[config.mk]
export PLATFORM = sky130hd
export DESIGN_NAME = sorted_array_priority_queue_core
export DESIGN_NICKNAME = d
export VERILOG_FILES = /design/src/sapq_pkg.sv /design/src/sapq_slot_ram.sv /design/src/sorted_array_priority_queue_core.sv
export SDC_FILE = /design/constraint.sdc
export NUM_CORES = 1
export LEC_CHECK = 0
export ABC_CLOCK_PERIOD_IN_PS = 10500
export BUFFER_PORTS_ARGS = -buffer_cell sky130_fd_sc_hd__clkbuf_2
export CAP_MARGIN = 0
export CORE_MARGIN = 5
export CORE_UTILIZATION = 55
export DETAILED_ROUTE_END_ITERATION = 6
export HOLD_SLACK_MARGIN = 0.1
export PLACE_DENSITY_LB_ADDON = 0.05
export RECOVER_POWER = 50
export SLEW_MARGIN = 40
export SYNTH_ARGS = -nofsm -noshare
export SYNTH_HDL_FRONTEND = slang
export SYNTH_HIERARCHICAL = 1
export SYNTH_SLANG_ARGS = --single-unit
export TNS_END_PERCENT = 5
[constraint.sdc]
create_clock -name clock -period 10.5 [get_ports clock]
set_input_delay 2.1 -clock clock [delete_from_list [all_inputs] [get_ports clock]]
set_output_delay 2.1 -clock clock [all_outputs]
set_load 0.02 [all_outputs]
[src/sapq_pkg.sv]
// sapq_pkg: shared types and constants for the sorted array priority queue
// depends on nothing; used by the core and the checker
package sapq_pkg;

   localparam int DEPTH         = 16;
   localparam int TAG_BITS      = 16;
   localparam int PRIO_BITS     = 32;
   localparam int TAG_PORT_BITS = 16;
   localparam int IDX_BITS      = $clog2(DEPTH);
   localparam int CNT_BITS      = $clog2(DEPTH + 1);

   typedef enum logic [1:0] {
      MODE_ENQ = 2'd0,
      MODE_DEQ = 2'd1,
      MODE_CLR = 2'd2
   } mode_type;

   typedef enum logic [1:0] {
      STAT_OK    = 2'd0,
      STAT_EMPTY = 2'd1,
      STAT_FULL  = 2'd2
   } status_type;

   typedef enum logic [1:0] {
      ST_IDLE,
      ST_SCAN,
      ST_POP,
      ST_FINISH
   } state_type;

   typedef struct packed {
      logic signed [PRIO_BITS-1:0] prio;
      logic [TAG_BITS-1:0]         tag;
   } entry_type;

endpackage

[src/sapq_slot_ram.sv]
// sapq_slot_ram: one write port, one read port memory with registered read data
// generic; no package dependency
module sapq_slot_ram #(
   parameter int DATA_BITS = 48,
   parameter int ADDR_BITS = 4
) (
   input  logic                 clock,
   input  logic                 wr_en,
   input  logic [ADDR_BITS-1:0] wr_addr,
   input  logic [DATA_BITS-1:0] wr_data,
   input  logic [ADDR_BITS-1:0] rd_addr,
   output logic [DATA_BITS-1:0] rd_data
);

   logic [DATA_BITS-1:0] mem [(1 << ADDR_BITS)];
   logic [DATA_BITS-1:0] rd_data_ff;

   always_ff @(posedge clock) begin
      if (wr_en) begin
         mem[wr_addr] <= wr_data;
      end
      rd_data_ff <= mem[rd_addr];
   end

   assign rd_data = rd_data_ff;

endmodule

[src/sorted_array_priority_queue_core.sv]
// sorted_array_priority_queue_core: enqueue walks from the back with one shared compare
// enqueue goes IDLE, SCAN (moving k held entries, up to DEPTH - 1), FINISH; dequeue goes
// IDLE, POP, FINISH; clear, refused and no-op beats IDLE, FINISH; next beat taken in IDLE
// the insertion walk is bound by the single read and write port of the slot memory
// reset (synchronous, active high) empties the queue; slot contents are not cleared
// depends on sapq_pkg and sapq_slot_ram
module sorted_array_priority_queue_core (
   input  logic                                  clock,
   input  logic                                  reset,
   // request channel
   input  logic                                  req_valid,
   output logic                                  req_stall,
   input  logic [1:0]                            req_mode,
   input  logic signed [sapq_pkg::PRIO_BITS-1:0] req_in_priority,
   input  logic [sapq_pkg::TAG_PORT_BITS-1:0]    req_in_tag,
   // response channel
   output logic                                  rsp_valid,
   input  logic                                  rsp_stall,
   output logic [1:0]                            rsp_status,
   output logic signed [sapq_pkg::PRIO_BITS-1:0] rsp_out_priority,
   output logic [sapq_pkg::TAG_PORT_BITS-1:0]    rsp_out_tag,
   output logic [sapq_pkg::CNT_BITS-1:0]         rsp_entry_count,
   output logic signed [sapq_pkg::PRIO_BITS-1:0] rsp_front_priority,
   output logic [sapq_pkg::TAG_PORT_BITS-1:0]    rsp_front_tag
);

   // sequencer state
   sapq_pkg::state_type              state_ff, state_in;
   logic [sapq_pkg::CNT_BITS-1:0]    count_ff, count_in;   // entries held
   logic [sapq_pkg::CNT_BITS-1:0]    idx_ff, idx_in;       // hole being filled
   sapq_pkg::entry_type              new_ff, new_in;       // entry being inserted
   sapq_pkg::entry_type              front_ff, front_in;   // copy of slot count-1
   sapq_pkg::entry_type              deq_ff, deq_in;       // popped entry or zero
   sapq_pkg::status_type             status_ff, status_in;

   // response register
   logic                             rsp_valid_ff, rsp_valid_in;
   sapq_pkg::status_type             rsp_status_ff, rsp_status_in;
   sapq_pkg::entry_type              rsp_deq_ff, rsp_deq_in;
   sapq_pkg::entry_type              rsp_front_ff, rsp_front_in;
   logic [sapq_pkg::CNT_BITS-1:0]    rsp_count_ff, rsp_count_in;

   // slot memory ports
   logic                             wr_en;
   logic [sapq_pkg::IDX_BITS-1:0]    wr_addr;
   sapq_pkg::entry_type              wr_data;
   logic [sapq_pkg::CNT_BITS-1:0]    rd_sel;
   logic [sapq_pkg::IDX_BITS-1:0]    rd_addr;
   logic [$bits(sapq_pkg::entry_type)-1:0] rd_raw;
   sapq_pkg::entry_type              rd_entry;

   logic                             req_accept;
   logic                             rsp_free;
   logic                             moves_back;   // shared compare: slot below new entry

   sapq_slot_ram #(
      .DATA_BITS ($bits(sapq_pkg::entry_type)),
      .ADDR_BITS (sapq_pkg::IDX_BITS)
   ) u_slots (
      .clock   (clock),
      .wr_en   (wr_en),
      .wr_addr (wr_addr),
      .wr_data (wr_data),
      .rd_addr (rd_addr),
      .rd_data (rd_raw)
   );

   assign rd_entry   = rd_raw;
   assign req_stall  = (state_ff != sapq_pkg::ST_IDLE);
   assign req_accept = req_valid && !req_stall;
   assign rsp_free   = !rsp_valid_ff || !rsp_stall;

   // the slot just under the next hole is fetched every cycle, so it is ready
   // in the next cycle when the walk looks at it
   assign rd_sel  = idx_in - sapq_pkg::CNT_BITS'(1);
   assign rd_addr = rd_sel[sapq_pkg::IDX_BITS-1:0];

   // the one compare: does the stored entry rank below the new one
   assign moves_back = ($signed(rd_entry.prio) < $signed(new_ff.prio));

   always_ff @(posedge clock) begin
      if (reset) begin
         state_ff     <= sapq_pkg::ST_IDLE;
         count_ff     <= '0;
         rsp_valid_ff <= 1'b0;
      end else begin
         state_ff     <= state_in;
         count_ff     <= count_in;
         rsp_valid_ff <= rsp_valid_in;
      end
   end

   always_ff @(posedge clock) begin
      idx_ff        <= idx_in;
      new_ff        <= new_in;
      front_ff      <= front_in;
      deq_ff        <= deq_in;
      status_ff     <= status_in;
      rsp_status_ff <= rsp_status_in;
      rsp_deq_ff    <= rsp_deq_in;
      rsp_front_ff  <= rsp_front_in;
      rsp_count_ff  <= rsp_count_in;
   end

   always_comb begin
      state_in      = state_ff;
      count_in      = count_ff;
      idx_in        = idx_ff;
      new_in        = new_ff;
      front_in      = front_ff;
      deq_in        = deq_ff;
      status_in     = status_ff;
      rsp_valid_in  = rsp_valid_ff && rsp_stall;
      rsp_status_in = rsp_status_ff;
      rsp_deq_in    = rsp_deq_ff;
      rsp_front_in  = rsp_front_ff;
      rsp_count_in  = rsp_count_ff;
      wr_en         = 1'b0;
      wr_addr       = idx_ff[sapq_pkg::IDX_BITS-1:0];
      wr_data       = new_ff;

      unique case (state_ff)
         sapq_pkg::ST_IDLE: begin
            if (req_accept) begin
               status_in = sapq_pkg::STAT_OK;
               deq_in    = '0;
               state_in  = sapq_pkg::ST_FINISH;
               unique case (req_mode)
                  sapq_pkg::MODE_ENQ: begin
                     if (count_ff == sapq_pkg::CNT_BITS'(sapq_pkg::DEPTH)) begin
                        status_in = sapq_pkg::STAT_FULL;
                     end else begin
                        new_in.prio = req_in_priority;
                        new_in.tag  = sapq_pkg::TAG_BITS'(req_in_tag);
                        idx_in      = count_ff;
                        state_in    = sapq_pkg::ST_SCAN;
                     end
                  end
                  sapq_pkg::MODE_DEQ: begin
                     if (count_ff == '0) begin
                        status_in = sapq_pkg::STAT_EMPTY;
                     end else begin
                        // the front copy is the popped entry; fetch the new front
                        deq_in   = front_ff;
                        count_in = count_ff - sapq_pkg::CNT_BITS'(1);
                        idx_in   = count_ff - sapq_pkg::CNT_BITS'(1);
                        state_in = sapq_pkg::ST_POP;
                     end
                  end
                  sapq_pkg::MODE_CLR: begin
                     count_in = '0;
                  end
                  default: begin
                     // unused code: report only
                  end
               endcase
            end
         end

         sapq_pkg::ST_SCAN: begin
            wr_en = 1'b1;
            if ((idx_ff == '0) || !moves_back) begin
               // hole found: drop the new entry in
               wr_data  = new_ff;
               count_in = count_ff + sapq_pkg::CNT_BITS'(1);
               if (idx_ff == count_ff) begin
                  front_in = new_ff;
               end
               state_in = sapq_pkg::ST_FINISH;
            end else begin
               // move the lower-ranked entry up one slot and keep walking
               wr_data = rd_entry;
               idx_in  = idx_ff - sapq_pkg::CNT_BITS'(1);
            end
         end

         sapq_pkg::ST_POP: begin
            front_in = rd_entry;
            state_in = sapq_pkg::ST_FINISH;
         end

         sapq_pkg::ST_FINISH: begin
            if (rsp_free) begin
               rsp_valid_in  = 1'b1;
               rsp_status_in = status_ff;
               rsp_deq_in    = deq_ff;
               rsp_count_in  = count_ff;
               rsp_front_in  = (count_ff == '0) ? '0 : front_ff;
               state_in      = sapq_pkg::ST_IDLE;
            end
         end

         default: begin
            state_in = sapq_pkg::ST_IDLE;
         end
      endcase
   end

   assign rsp_valid          = rsp_valid_ff;
   assign rsp_status         = rsp_status_ff;
   assign rsp_out_priority   = rsp_deq_ff.prio;
   assign rsp_out_tag        = sapq_pkg::TAG_PORT_BITS'(rsp_deq_ff.tag);
   assign rsp_entry_count    = rsp_count_ff;
   assign rsp_front_priority = rsp_front_ff.prio;
   assign rsp_front_tag      = sapq_pkg::TAG_PORT_BITS'(rsp_front_ff.tag);

endmodule

---- After elaboration in Yosys (flattened, before gate mapping) ----
Memory sizes are Yosys's and may differ from the RTL's. A register that Yosys moved wholly into a read port is not among the register bits.
Cells that the tools add are included.
operators by class
  divide/modulo/power cells ............... 0
  reduce and logical (&&, ||, !) cells .... 21
  bitwise gates (word level) .............. 1
  $lt $le $gt $ge ......................... 1
  multipliers ............................. 0
  mux-type cells .......................... 32
  eq/ne operators ......................... 13
  $add $sub $neg .......................... 4
  shifts and indexed selects .............. 0
operators with widths
  operator                                           number
  2-to-1 mux 48 bit                                  5
  one-hot mux 48 bit (2 select lines)                1
  one-hot mux 5 bit (2 select lines)                 4
  2-to-1 mux 5 bit                                   7
  < comparator 32 bit                                1
  logical NOT 5 bit                                  2
  2-to-1 mux 2 bit                                   5
  subtractor 5 x 1 -> 5 bit (second input constant)  2
  != test 2 bit (second input constant)              4
  one-hot mux 2 bit (2 select lines)                 2
  one-hot mux 2 bit (4 select lines)                 1
  2-to-1 mux 1 bit                                   7
  == test 2 bit (second input constant)              3
  AND reduction 3 bit                                2
  nonzero test 2 bit                                 3
  adder 5 x 1 -> 5 bit (second input constant)       1
  == test 5 bit                                      1
  == test 5 bit (second input constant)              1
  AND reduction 5 bit                                1
  == test 2 x 1 -> 1 bit (second input constant)     2
  logical NOT 1 bit                                  4
  logical NOT 2 bit                                  2
  AND reduction 2 bit                                2
  AND reduction 4 bit                                1
  6 further kinds                                    8
storage, ports and cells
  bits in read-only memories .............. 0
  output and inout port bits .............. 105
  input port bits ......................... 54
  memories ................................ 1
  flip-flop bits (word level) ............. 262
  bits in latches ......................... 0
  RAM bits ................................ 768
memory list
  name         words  bits a word  read ports  clocked after memory_dff  wr ports  line                 RTL
  u_slots.mem  16     48           1           1                         1         sapq_slot_ram.sv:15  logic [DATA_BITS-1:0] mem [(1 << ADDR_BITS)];

---- Depth between registers and ports, before layout ----
Gate-level depths: netlist of run 1.
  word-level depth ........................ 6
  mapped depth ............................ 18
  mapped depth without buffers ............ 15

---- By module ----
Netlist of run 1, hierarchy kept.
by module, submodules not included
  module                            seq. area each (um2)  area each (um2)  instances  cells an instance
  sapq_slot_ram                     24023.0               29691.0          1          1242
  sorted_array_priority_queue_core  7747.4                11253.3          1          784

---- Worst setup path before layout of run 1 ----
Ideal clock, no wire load.
  path type ............................... in2reg
  from .................................... input rsp_stall
  to ...................................... register rsp_count_ff, in the netlist rsp_entry_count[0] (enable)
  path buffers ............................ 0
  stages on the path ...................... 1
  data arrival time ....................... 9.528 ns
  setup slack ............................. 0.250 ns
  setup time .............................. 0.722 ns
  cell sequence ........................... a21boi_0
on the way
  word-level cells in the longest chain between the ends .. 3
ends and longest elaborated chain
  item                           line                                     RTL
  start: declaration             sorted_array_priority_queue_core.sv:18   input logic rsp_stall,
  logical NOT 1 bit              sorted_array_priority_queue_core.sv:71   assign rsp_free = !rsp_valid_ff || !rsp_stall;
  logical OR 1 bit               sorted_array_priority_queue_core.sv:71
  AND reduction 2 bit (no line)  --
  end signal: assignment         sorted_array_priority_queue_core.sv:102  rsp_count_ff <= rsp_count_in;
  end: declaration               sorted_array_priority_queue_core.sv:41   logic [sapq_pkg::CNT_BITS-1:0] rsp_count_ff, rsp_count_in;
No other way between the ends.
A chain may end at the register's enable or synchronous reset.

---- Final worst setup path of run 1 ----
  from .................................... register count_ff[0] (netlist bit)
  to ...................................... register u_slots.rd_data_ff[18] (netlist: u_slots/rd_data[18]) (read register of u_slots.mem)
on the way
  word-level cells in the longest chain between the ends .. 6
  elaborated cells between the ends (all ways) .. 9
ends and longest elaborated chain
  item                                                     line                                                                              RTL
  start: declaration                                       sorted_array_priority_queue_core.sv:29                                            logic [sapq_pkg::CNT_BITS-1:0] count_ff, count_in;
  start signal: assignment                                 sorted_array_priority_queue_core.sv:88                                            count_ff <= count_in;
  subtractor 5 x 1 -> 5 bit, or another cell as far along  sorted_array_priority_queue_core.sv:146                                           idx_in = count_ff - sapq_pkg::CNT_BITS'(1);
  2-to-1 mux 5 bit (on tied branches)                      sorted_array_priority_queue_core.sv:140, sorted_array_priority_queue_core.sv:130
  one-hot mux 5 bit (2 select lines) *                     sorted_array_priority_queue_core.sv:128                                           unique case (req_mode)
  2-to-1 mux 5 bit *                                       sorted_array_priority_queue_core.sv:124                                           if (req_accept) begin
  one-hot mux 5 bit (2 select lines) *                     sorted_array_priority_queue_core.sv:122                                           unique case (state_ff)
  via idx_in, one bit                                      sorted_array_priority_queue_core.sv:30                                            logic [sapq_pkg::CNT_BITS-1:0] idx_ff, idx_in;
  subtractor 4 x 1 -> 4 bit *                              sorted_array_priority_queue_core.sv:75                                            assign rd_sel = idx_in - sapq_pkg::CNT_BITS'(1);
  via rd_sel, one bit                                      sorted_array_priority_queue_core.sv:47                                            logic [sapq_pkg::CNT_BITS-1:0] rd_sel;
  end: declaration                                         sapq_slot_ram.sv:16                                                               logic [DATA_BITS-1:0] rd_data_ff;
The timed path passes the listed nets; every way through them passes the cells marked *.

==> impl_metrics.toml, run 1 <==
[status]
outcome = "finished with violations"
violations = "capacitance limit, slew limit"

[sta]
maxSlewHeadroom_pct = -213
hold_viol = 0
slew_violations = 956
worst_clock_skew_ns = 0.0189
fmax_mhz = 125
period_needed_ns = 7.98
whs_ns = 0.416
finalSetupViolations = 0
rsz0062_at_grt = "no"
setup_tns_ns = 0
tightest_slew_ns = 4.69
period_share_pct = 76.0

[floorplanning]
dieArea_um2 = 80000
initial_core_util_pct = 55.2
num_io_pins = 159
coreArea_um2 = 74200
dieWidth_um = 283
rows = 100
die_h_um = 283

[clocking]
cts_buffers = 106
clkSlewWorstSetupHoldPaths_ns = 0.06
clock_path_buffers = 3
cts_tree = "built"
cts_setup_buffers = 0
cts_hold_buf = 0
post_cts_resized = 0
cts_htree_levels = 3
worstSkewPairLatency_ns = 0.66
cts_sinks = 1078
root_buffer = "clkbuf_16"

[route]
vias_per_cell = 6.08
drtIter0Drc = 1852
drt_wl_total_mm = 94.1
dr.pass1.iters = 7
met1Wirelength_mm = 39.3
vias = 20000
wl_per_cell_um = 28.5
route.met2.wl_mm = 46.1
highest_layer = "met4"
wl_met3_mm = 6.64
ant_nets = 0
drc = 0

[synthesis]
synthDistinctLibCells = 58
synthCells = 2026
async_flop_share_pct = 0
avgSynthCellArea_um2 = 20.2
ys_warn_count = 6
synth_top_area_share_pct = 74.7
yosysMostFrequentCell = "edfxtp_1"
synth_edf_count = 1018
syn_nets = 2119
ys_seq_elements = 1078
syn_area_um2 = 40900
synth-seq-area-share_pct = 77.6
synth_ff_type = "edfxtp_1"
yosysTopAreaCell = "edfxtp_1"
synth_area_leaders = "edfxtp_1, mux4_2, dfxtp_1, a22oi_1, mux2_2"
synth_commonest_cells = "edfxtp_1, mux4_2, nand2_1, a22oi_1, mux2_2"

[power]
finalPower_mw = 16.5
p_leak_nw = 15.1
vdd_ir_drop_max_mv = 0.543
power_density_nw_per_um2 = 357

[finish]
synthToLayoutAreaGrowth_pct = 12.8
final_nets = 2331
fin_util_pct = 62.3
n_antenna_cell = 0
instances_no_fill = 3296
drive_gt1_share_pct = 20.8

[grt]
track_usage_pct = 23.6
grt_pass1_wl_mm = 136
antenna_found_initial = 0
grt_start_max_net_pins = 93
gr-total-overflow = 0
first_global_vias = 20300

[placement]
gp_congestion = 0.780
placed_cells = 3098
port_buffers = 158
dp_hpwl_mm = 49.0

[setup_path]
reg2reg_depth = 17
r2r_end = "u_slots/rd_data[18]"
crit_type = "reg -> reg"
worstPathArrival_ns = 8.57
worstPathRequired_ns = 11.09
path_max_fanout = 51
cp-start-kind = "flop"
crit_path_end_kind = "flop"
rrSetupSlack_ns = 2.52
rr_startpoint = "count_ff[0]"

[worst_hold_path]
hp-class = "reg -> reg"
holdPathEnd = "rsp_out_priority[1]"
whs_path_depth = 0
min_from = "deq_ff[17]"

[job]
drv_cap = 26
==> registers in the layout, indices dropped and copies added, names as in the netlist <==
register,cells
count_ff,5
deq_ff,48
front_ff,48
idx_ff,5
new_ff,48
rsp_entry_count,5
rsp_front_priority,32
rsp_front_tag,16
rsp_out_priority,32
rsp_out_tag,16
rsp_status,2
rsp_valid,1
state_ff,2
status_ff,2
u_slots/mem,768
u_slots/rd_data,48
==> per-layer routing <==
layer	vias up	global-route usage [%]
li1	8599	-
met1	10500	33.9
met2	774	38.8
met3	135	4.15
met4	0	5.41
met5	-	0
==> power breakdown <==
| group | switching (mW) | internal (mW) |
|---|---|---|
| Clock | 1.53 | 2.12 |
| Sequential | 0.231 | 5.67 |
| Combinational | 4.08 | 2.86 |
| Total | 5.85 | 10.6 |
==> worst max path at each step <==
stage | start | to | slack (ns) | depth (start not counted)
3_3_place_gp | req_valid | u_slots/rd_data[41] | 4.04 | 13
5_1_grt | count_ff[0] | u_slots/rd_data[18] | 1.89 | 17
6_report | count_ff[0] | u_slots/rd_data[18] | 2.52 | 17
2_1_floorplan | rsp_stall | rsp_entry_count[0] | 0.25 | 1
3_5_place_dp | req_valid | u_slots/rd_data[28] | 4.00 | 14
4_1_cts | new_ff[47] | u_slots/rd_data[6] | 4.07 | 18
==> metrics by stage <==
step	setup WS, ns	cell area, um2
2_1_floorplan	0.250	40900
3_3_place_gp	4.04	43000
3_5_place_dp	4.00	43200
4_1_cts	4.07	46600
5_1_grt	1.89	46200
6_report	2.52	46200
==> layout make-up <==
type,count,area (um2)
Clock buffer,161,3040
Clock inverter,36,317
Fill cell,5335,28000
Inverter,46,178
Multi-Input combinational cell,806,8650
Sequential cell,1078,31800
Tap cell,969,1210
Timing Repair Buffer,200,1030
==> worst max-delay path, stage by stage (launching register included) <==
cell and delay (ns):
dfxtp_1 0.44, inv_1 0.15, ha_1 0.30, or3b_1 0.47, nor2_4 0.10, clkbuf_1 2.25, nor2_4 -0.05, clkbuf_1 1.07
a31oi_1 0.48, o21ai_0 0.16, a31oi_1 0.16, nor2_1 0.06, o311ai_0 0.19, xor2_1 0.55, nor2b_4 0.42, buf_4 0.72
a22oi_1 0.24, nand2_1 0.16
==> cells by family (layout without fill, tap and decap cells) <==
| logic type | Yosys count | after routing | share of synthesized area [%] |
|---|---|---|---|
| flip-flops | 1078 | 1078 | 77.6 |
| AND/OR/NAND/NOR | 296 | 296 | 3.70 |
| multiplexers | 262 | 262 | 12.5 |
| AO/OA/AOI/OAI | 200 | 200 | 3.31 |
| buffers and inverters | 142 | 443 | 1.51 |
| adder cells (fa/ha/maj) | 39 | 39 | 1.19 |
| XOR/XNOR | 9 | 9 | 0.193 |
==> layout by cell type, fill, tap and decap left out, types with 3 or more instances in the layout <==
| cell | synthesis | final |
|---|---|---|
| mux2_2 | 65 | 57 |
| nand3_1 | 5 | 5 |
| mux2_1 | 0 | 8 |
| nand2_1 | 109 | 109 |
| nand2b_1 | 7 | 7 |
| clkbuf_8 | 0 | 10 |
| o21ai_0 | 45 | 45 |
| and3_1 | 3 | 3 |
| nor3_1 | 13 | 13 |
| mux4_2 | 192 | 192 |
| a21oi_1 | 27 | 26 |
| nand4_1 | 5 | 5 |
| clkinv_1 | 0 | 11 |
| o21ai_1 | 3 | 3 |
| edfxtp_1 | 1018 | 1018 |
| clkinv_2 | 0 | 16 |
| buf_12 | 0 | 5 |
| clkbuf_16 | 0 | 110 |
| clkbuf_2 | 0 | 43 |
| or3_1 | 4 | 4 |
| a211oi_1 | 5 | 5 |
| o22ai_1 | 4 | 4 |
| ha_1 | 39 | 39 |
| and2_0 | 0 | 30 |
| buf_16 | 0 | 4 |
| a22oi_1 | 99 | 99 |
| clkbuf_1 | 51 | 179 |
| dfxtp_1 | 60 | 60 |
| inv_1 | 45 | 43 |
| nor2_4 | 1 | 8 |
| nor2b_1 | 52 | 50 |
| and2_1 | 51 | 19 |
| bufinv_16 | 0 | 5 |
| xor2_1 | 7 | 7 |
| buf_4 | 19 | 8 |
| mux2i_1 | 4 | 4 |
| nor2_1 | 34 | 27 |
No activity file was read; power rests on OpenSTA's default activity.
==> run 2, diff against run 1 <==
--- a/config.mk
+++ b/config.mk
@@ -5,11 +5,11 @@
 export SDC_FILE = /design/constraint.sdc
 export NUM_CORES = 1
 export LEC_CHECK = 0
-export ABC_CLOCK_PERIOD_IN_PS = 10500
+export ABC_CLOCK_PERIOD_IN_PS = 7800
 export BUFFER_PORTS_ARGS = -buffer_cell sky130_fd_sc_hd__clkbuf_2
 export CAP_MARGIN = 0
 export CORE_MARGIN = 5
-export CORE_UTILIZATION = 55
+export CORE_UTILIZATION = 61
 export DETAILED_ROUTE_END_ITERATION = 6
 export HOLD_SLACK_MARGIN = 0.1
 export PLACE_DENSITY_LB_ADDON = 0.05
==> constraint.sdc (replaced) <==
create_clock -name clock -period 7.8 [get_ports clock]
set_input_delay 1.56 -clock clock [delete_from_list [all_inputs] [get_ports clock]]
set_output_delay 1.56 -clock clock [all_outputs]
set_load 0.02 [all_outputs]
==> run 2 against run 1 <==
The flow still finishes with violations (capacitance limit, slew limit). Final cell count is 2.6% lower. First-iteration DRC count is 18% higher. Clock power is 34% higher. Routed wire length fell by 3.6%. Largest power group unchanged.
==> impl_metrics.toml, run 2 (synthesis gave the netlist of run 1 again) <==
[status]
outcome = "finished with violations"
violations = "capacitance limit, slew limit"

[grt]
gr-total-overflow = 0
first_global_vias = 20500
track_usage_pct = 25.4
antenna_found_initial = 2
grt_pass1_wl_mm = 134
grt_start_max_net_pins = 92

[sta]
period_needed_ns = 6.58
tightest_slew_ns = 4.70
slew_violations = 870
worst_clock_skew_ns = 0.0191
period_share_pct = 84.3
rsz0062_at_grt = "no"
setup_slack_ns = 1.22
fmax_mhz = 152
hold_viol = 0
setup_tns_ns = 0
maxSlewHeadroom_pct = -213
finalSetupViolations = 0

[floorplanning]
num_io_pins = 159
dieWidth_um = 269
dieArea_um2 = 72400
rows = 95
coreArea_um2 = 66900
die_h_um = 269
initial_core_util_pct = 61.2

[power]
p_leak_nw = 15.1
power_density_nw_per_um2 = 482
vdd_ir_drop_max_mv = 0.753

[clocking]
clkSlewWorstSetupHoldPaths_ns = 0.07
post_cts_resized = 0
cts_tree = "built"
worstSkewPairLatency_ns = 0.65
root_buffer = "clkbuf_16"
cts_sinks = 1078
cts_setup_buffers = 0
cts_hold_buf = 0
cts_htree_levels = 3
cts_buffers = 105
clock_path_buffers = 3

[setup_path]
crit_type = "reg -> reg"
rrSetupSlack_ns = 1.22
reg2reg_depth = 16
worstPathRequired_ns = 8.39
cp-start-kind = "flop"
path_max_fanout = 50
rr_startpoint = "count_ff[1]"
r2r_end = "u_slots/rd_data[43]"
crit_path_end_kind = "flop"
worstPathArrival_ns = 7.17

[placement]
place_ws_ns = 1.66
dp_hpwl_mm = 48.5
port_buffers = 158
placed_cells = 3012
gp_congestion = 0.834

[route]
drc = 0
ant_nets = 0
drtIter0Drc = 2178
drt_wl_total_mm = 90.6
dr.pass1.iters = 5
wl_per_cell_um = 28.2
vias_per_cell = 6.29
vias = 20200

[finish]
fin_util_pct = 68.9
instances_no_fill = 3210
most-common-layout-cells = "edfxtp_1, mux4_2, clkbuf_1"
n_antenna_cell = 0
final_nets = 2341
drive_gt1_share_pct = 20.8
top_register = "u_slots/mem"
final_common_cell = "edfxtp_1"
largest_reg_flops = 768
synthToLayoutAreaGrowth_pct = 12.6

[worst_hold_path]
min_from = "deq_ff[22]"
whs_path_depth = 0
hp-class = "reg -> reg"
holdPathEnd = "rsp_out_priority[6]"

[job]
drv_cap = 23
run 2: changes by cell type in the layout (fill, tap and decap cells not counted), sizes merged:
cell / delta
clkinv: +8
bufinv: +2
inv: +4
buf: +7
clkbuf: -11
run 2: worst max-delay path by stage:
stage	startpoint	endpoint	slack (ns)
2_1_floorplan	rsp_stall	rsp_entry_count[0]	1.01
3_3_place_gp	new_ff[47]	u_slots/rd_data[18]	1.41
3_5_place_dp	new_ff[47]	u_slots/rd_data[8]	1.66
4_1_cts	new_ff[47]	u_slots/rd_data[8]	1.63
5_1_grt	count_ff[1]	u_slots/rd_data[43]	0.89
6_report	count_ff[1]	u_slots/rd_data[43]	1.22
run 2: cell type report:
type / count / area, um2
repair buffers: 211 / 1080
multi-input cells: 806 / 8650
clock buffers: 146 / 2920
well taps: 873 / 1090
fillers: 4290 / 20800
flip-flops and latches: 1078 / 31800
inverters: 46 / 178
clock inverters: 50 / 424
run 2: power breakdown:
group / internal [mW] / switching [mW] / leakage [nW]
clock network: 2.84 / 2.06 / 1.65
registers: 7.62 / 0.319 / 9.75
logic: 3.92 / 5.48 / 3.70
run 2: critical path, cell delays in order, from the launching register on:
cell and delay, ns:
dfxtp_1 0.39, inv_1 0.16, ha_1 0.34, or3b_1 0.45, nor2_1 1.42, nor2_4 0.01, clkbuf_1 0.99, a31oi_1 0.46
o21ai_0 0.18, a31oi_1 0.18, nor2_1 0.06, o311ai_0 0.20, xor2_1 0.53, and2_4 0.59, buf_12 0.28, a22oi_1 0.13
nand2_1 0.09
run 2: routing by layer:
metal	up-vias	routed length, um	GRT usage [%]
met5	-	0	0
li1	8616	-	-
met3	95	8040	4.49
met1	10500	37700	38.7
met2	937	43700	39.9
met4	0	1240	5.14
run 2: stage by stage:
step	power (mW)	hold slack (ns)	instance area, um2
4_1_cts	22.4	0.413	46500
6_report	22.2	0.415	46100
3_5_place_dp	17.5	0.405	43200
3_3_place_gp	17.1	0.401	42900
5_1_grt	23.4	0.408	46100
2_1_floorplan	14.5	0.400	40900
==> run 3, diff against run 2 <==
--- a/config.mk
+++ b/config.mk
@@ -5,11 +5,11 @@
 export SDC_FILE = /design/constraint.sdc
 export NUM_CORES = 1
 export LEC_CHECK = 0
-export ABC_CLOCK_PERIOD_IN_PS = 7800
+export ABC_CLOCK_PERIOD_IN_PS = 5900
 export BUFFER_PORTS_ARGS = -buffer_cell sky130_fd_sc_hd__clkbuf_2
 export CAP_MARGIN = 0
 export CORE_MARGIN = 5
-export CORE_UTILIZATION = 61
+export CORE_UTILIZATION = 55
 export DETAILED_ROUTE_END_ITERATION = 6
 export HOLD_SLACK_MARGIN = 0.1
 export PLACE_DENSITY_LB_ADDON = 0.05
==> constraint.sdc (replaced) <==
create_clock -name clock -period 5.9 [get_ports clock]
set_input_delay 1.18 -clock clock [delete_from_list [all_inputs] [get_ports clock]]
set_output_delay 1.18 -clock clock [all_outputs]
set_load 0.02 [all_outputs]
==> run 3 against run 2 <==
The run still ends with capacitance limit, slew limit left. Combinational power up 33%. Sequential power up 32%. Global-route usage down 1.7 points. Largest power group unchanged.
==> impl_metrics.toml, run 3 (synthesis gave the netlist of run 1 again) <==
[grt]
grt_pass1_wl_mm = 137
first_global_vias = 20500
gr-total-overflow = 0
antenna_found_initial = 0
track_usage_pct = 23.6
grt_start_max_net_pins = 90

[placement]
place_area_um2 = 43400
gp_congestion = 0.776
port_buffers = 158
dp_hpwl_mm = 50.6

[route]
vias_per_cell = 6.09
ant_nets = 0
drtIter0Drc = 1870
drc = 0
wl_per_cell_um = 28.3
vias = 20200
dr.pass1.iters = 5
drt_wl_total_mm = 93.7

[floorplanning]
die_h_um = 283
rows = 100
dieArea_um2 = 80000
dieWidth_um = 283
initial_core_util_pct = 55.2
coreArea_um2 = 74200
num_io_pins = 159

[power]
p_sw_share_pct = 35.6
finalPower_mw = 29.4
vdd_ir_drop_max_mv = 1.07
combPwrFrac_pct = 42.4
p_int_mw = 19.0
power_density_nw_per_um2 = 636
power.switching_mw = 10.5
pwr-share-seq_pct = 35.7
p_leak_nw = 15.2
p_clk_share_pct = 22.0

[sta]
tightest_slew_ns = 3.67
worst_clock_skew_ns = 0.0178
slew_violations = 680
period_share_pct = 91.5
setup_tns_ns = 0
hold_viol = 0
maxSlewHeadroom_pct = -147
rsz0062_at_grt = "no"
period_needed_ns = 5.40
finalSetupViolations = 0
fmax_mhz = 185

[clocking]
cts_sinks = 1078
worstSkewPairLatency_ns = 0.66
cts_hold_buf = 0
cts_htree_levels = 3
cts_setup_buffers = 0
cts_buffers = 106
post_cts_resized = 0
clock_path_buffers = 3
root_buffer = "clkbuf_16"
clkSlewWorstSetupHoldPaths_ns = 0.06
cts_tree = "built"

[finish]
final_nets = 2343
drive_gt1_share_pct = 21.7
most-common-layout-cells = "edfxtp_1, mux4_2, clkbuf_1"
top_register = "u_slots/mem"
fin_util_pct = 62.4
finish.instance_area_um2 = 46300
synthToLayoutAreaGrowth_pct = 13.1
fill_cells = 5235
final_common_cell = "edfxtp_1"
largest_reg_flops = 768

[setup_path]
cp-start-kind = "flop"
worstPathRequired_ns = 6.49
crit_type = "reg -> reg"
rr_startpoint = "new_ff[47]"
path_max_fanout = 29
r2r_end = "u_slots/rd_data[11]"
rrSetupSlack_ns = 0.50
reg2reg_depth = 17
crit_path_end_kind = "flop"
worstPathArrival_ns = 5.98

[status]
violations = "capacitance limit, slew limit"
outcome = "finished with violations"

[job]
drv_cap = 18

[worst_hold_path]
min_from = "deq_ff[28]"
holdPathEnd = "rsp_out_priority[12]"
hp-class = "reg -> reg"
whs_path_depth = 0
## run 3: area by class of cell
| cell class | count | area, um2 | area share (%) |
|---|---|---|---|
| Timing Repair Buffer | 212 | 1130 | 2.45 |
| Multi-Input combinational cell | 806 | 8650 | 18.7 |
| Inverter | 46 | 178 | 0.384 |
| Tap cell | 969 | 1210 | 2.62 |
| Clock inverter | 53 | 393 | 0.848 |
| Sequential cell | 1078 | 31800 | 68.6 |
| Antenna cell | 1 | 2.50 | 0.00540 |
| Clock buffer | 144 | 2960 | 6.39 |
## run 3: worst max-delay path by stage
stage                startpoint                   to  slack, ns
floorplan           state_ff[1]    u_slots/mem[0][0]       0.93
global placement     new_ff[47]  u_slots/rd_data[41]       0.64
detailed placement   new_ff[47]  u_slots/rd_data[20]       0.62
CTS                  new_ff[47]  u_slots/rd_data[20]       0.60
global route         new_ff[47]  u_slots/rd_data[43]       0.36
finish               new_ff[47]  u_slots/rd_data[11]       0.50
## run 3: stage by stage
stage / setup slack, ns / cells / hold WS [ns]
floorplan: 0.934 / 2026 / 0.400
global placement: 0.636 / 3103 / 0.403
detailed placement: 0.621 / 3110 / 0.405
CTS: 0.596 / 3307 / 0.415
global route: 0.358 / 3308 / 0.423
finish: 0.503 / 3309 / 0.412
## run 3: metal layers
metal	up-vias	GRT usage, %	part of all wire (%)
li1	8636	-	-
met1	10700	34.6	42
met2	738	37.8	48
met3	132	4.54	7.5
met4	0	5.58	2.0
met5	-	0	0
## run 3: critical path: stages (launching register included)
cell      delay, ns
edfxtp_1       0.34
inv_1          0.06
ha_1           0.60
nand4_1        0.42
nor4_4         0.76
nand2_1        0.15
o211ai_2       0.21
a31oi_4        0.10
mux2i_4        0.25
buf_4          0.23
a311oi_2       0.33
inv_2          0.07
nor4b_2        0.30
xor2_1         0.23
nor2_4         0.64
buf_12         0.33
a22oi_1        0.16
nand2_1        0.09
## run 3: power groups by stage
stage                     combinational, mW  sequential (mW)  clock, mW
final                                  12.5             10.5       6.47
after floorplan                        8.62             10.6          0
after CTS                              12.6             10.5       6.60
after global routing                   13.5             10.6       6.94
after global placement                 12.5             10.6          0
after detailed placement               12.6             10.6          0
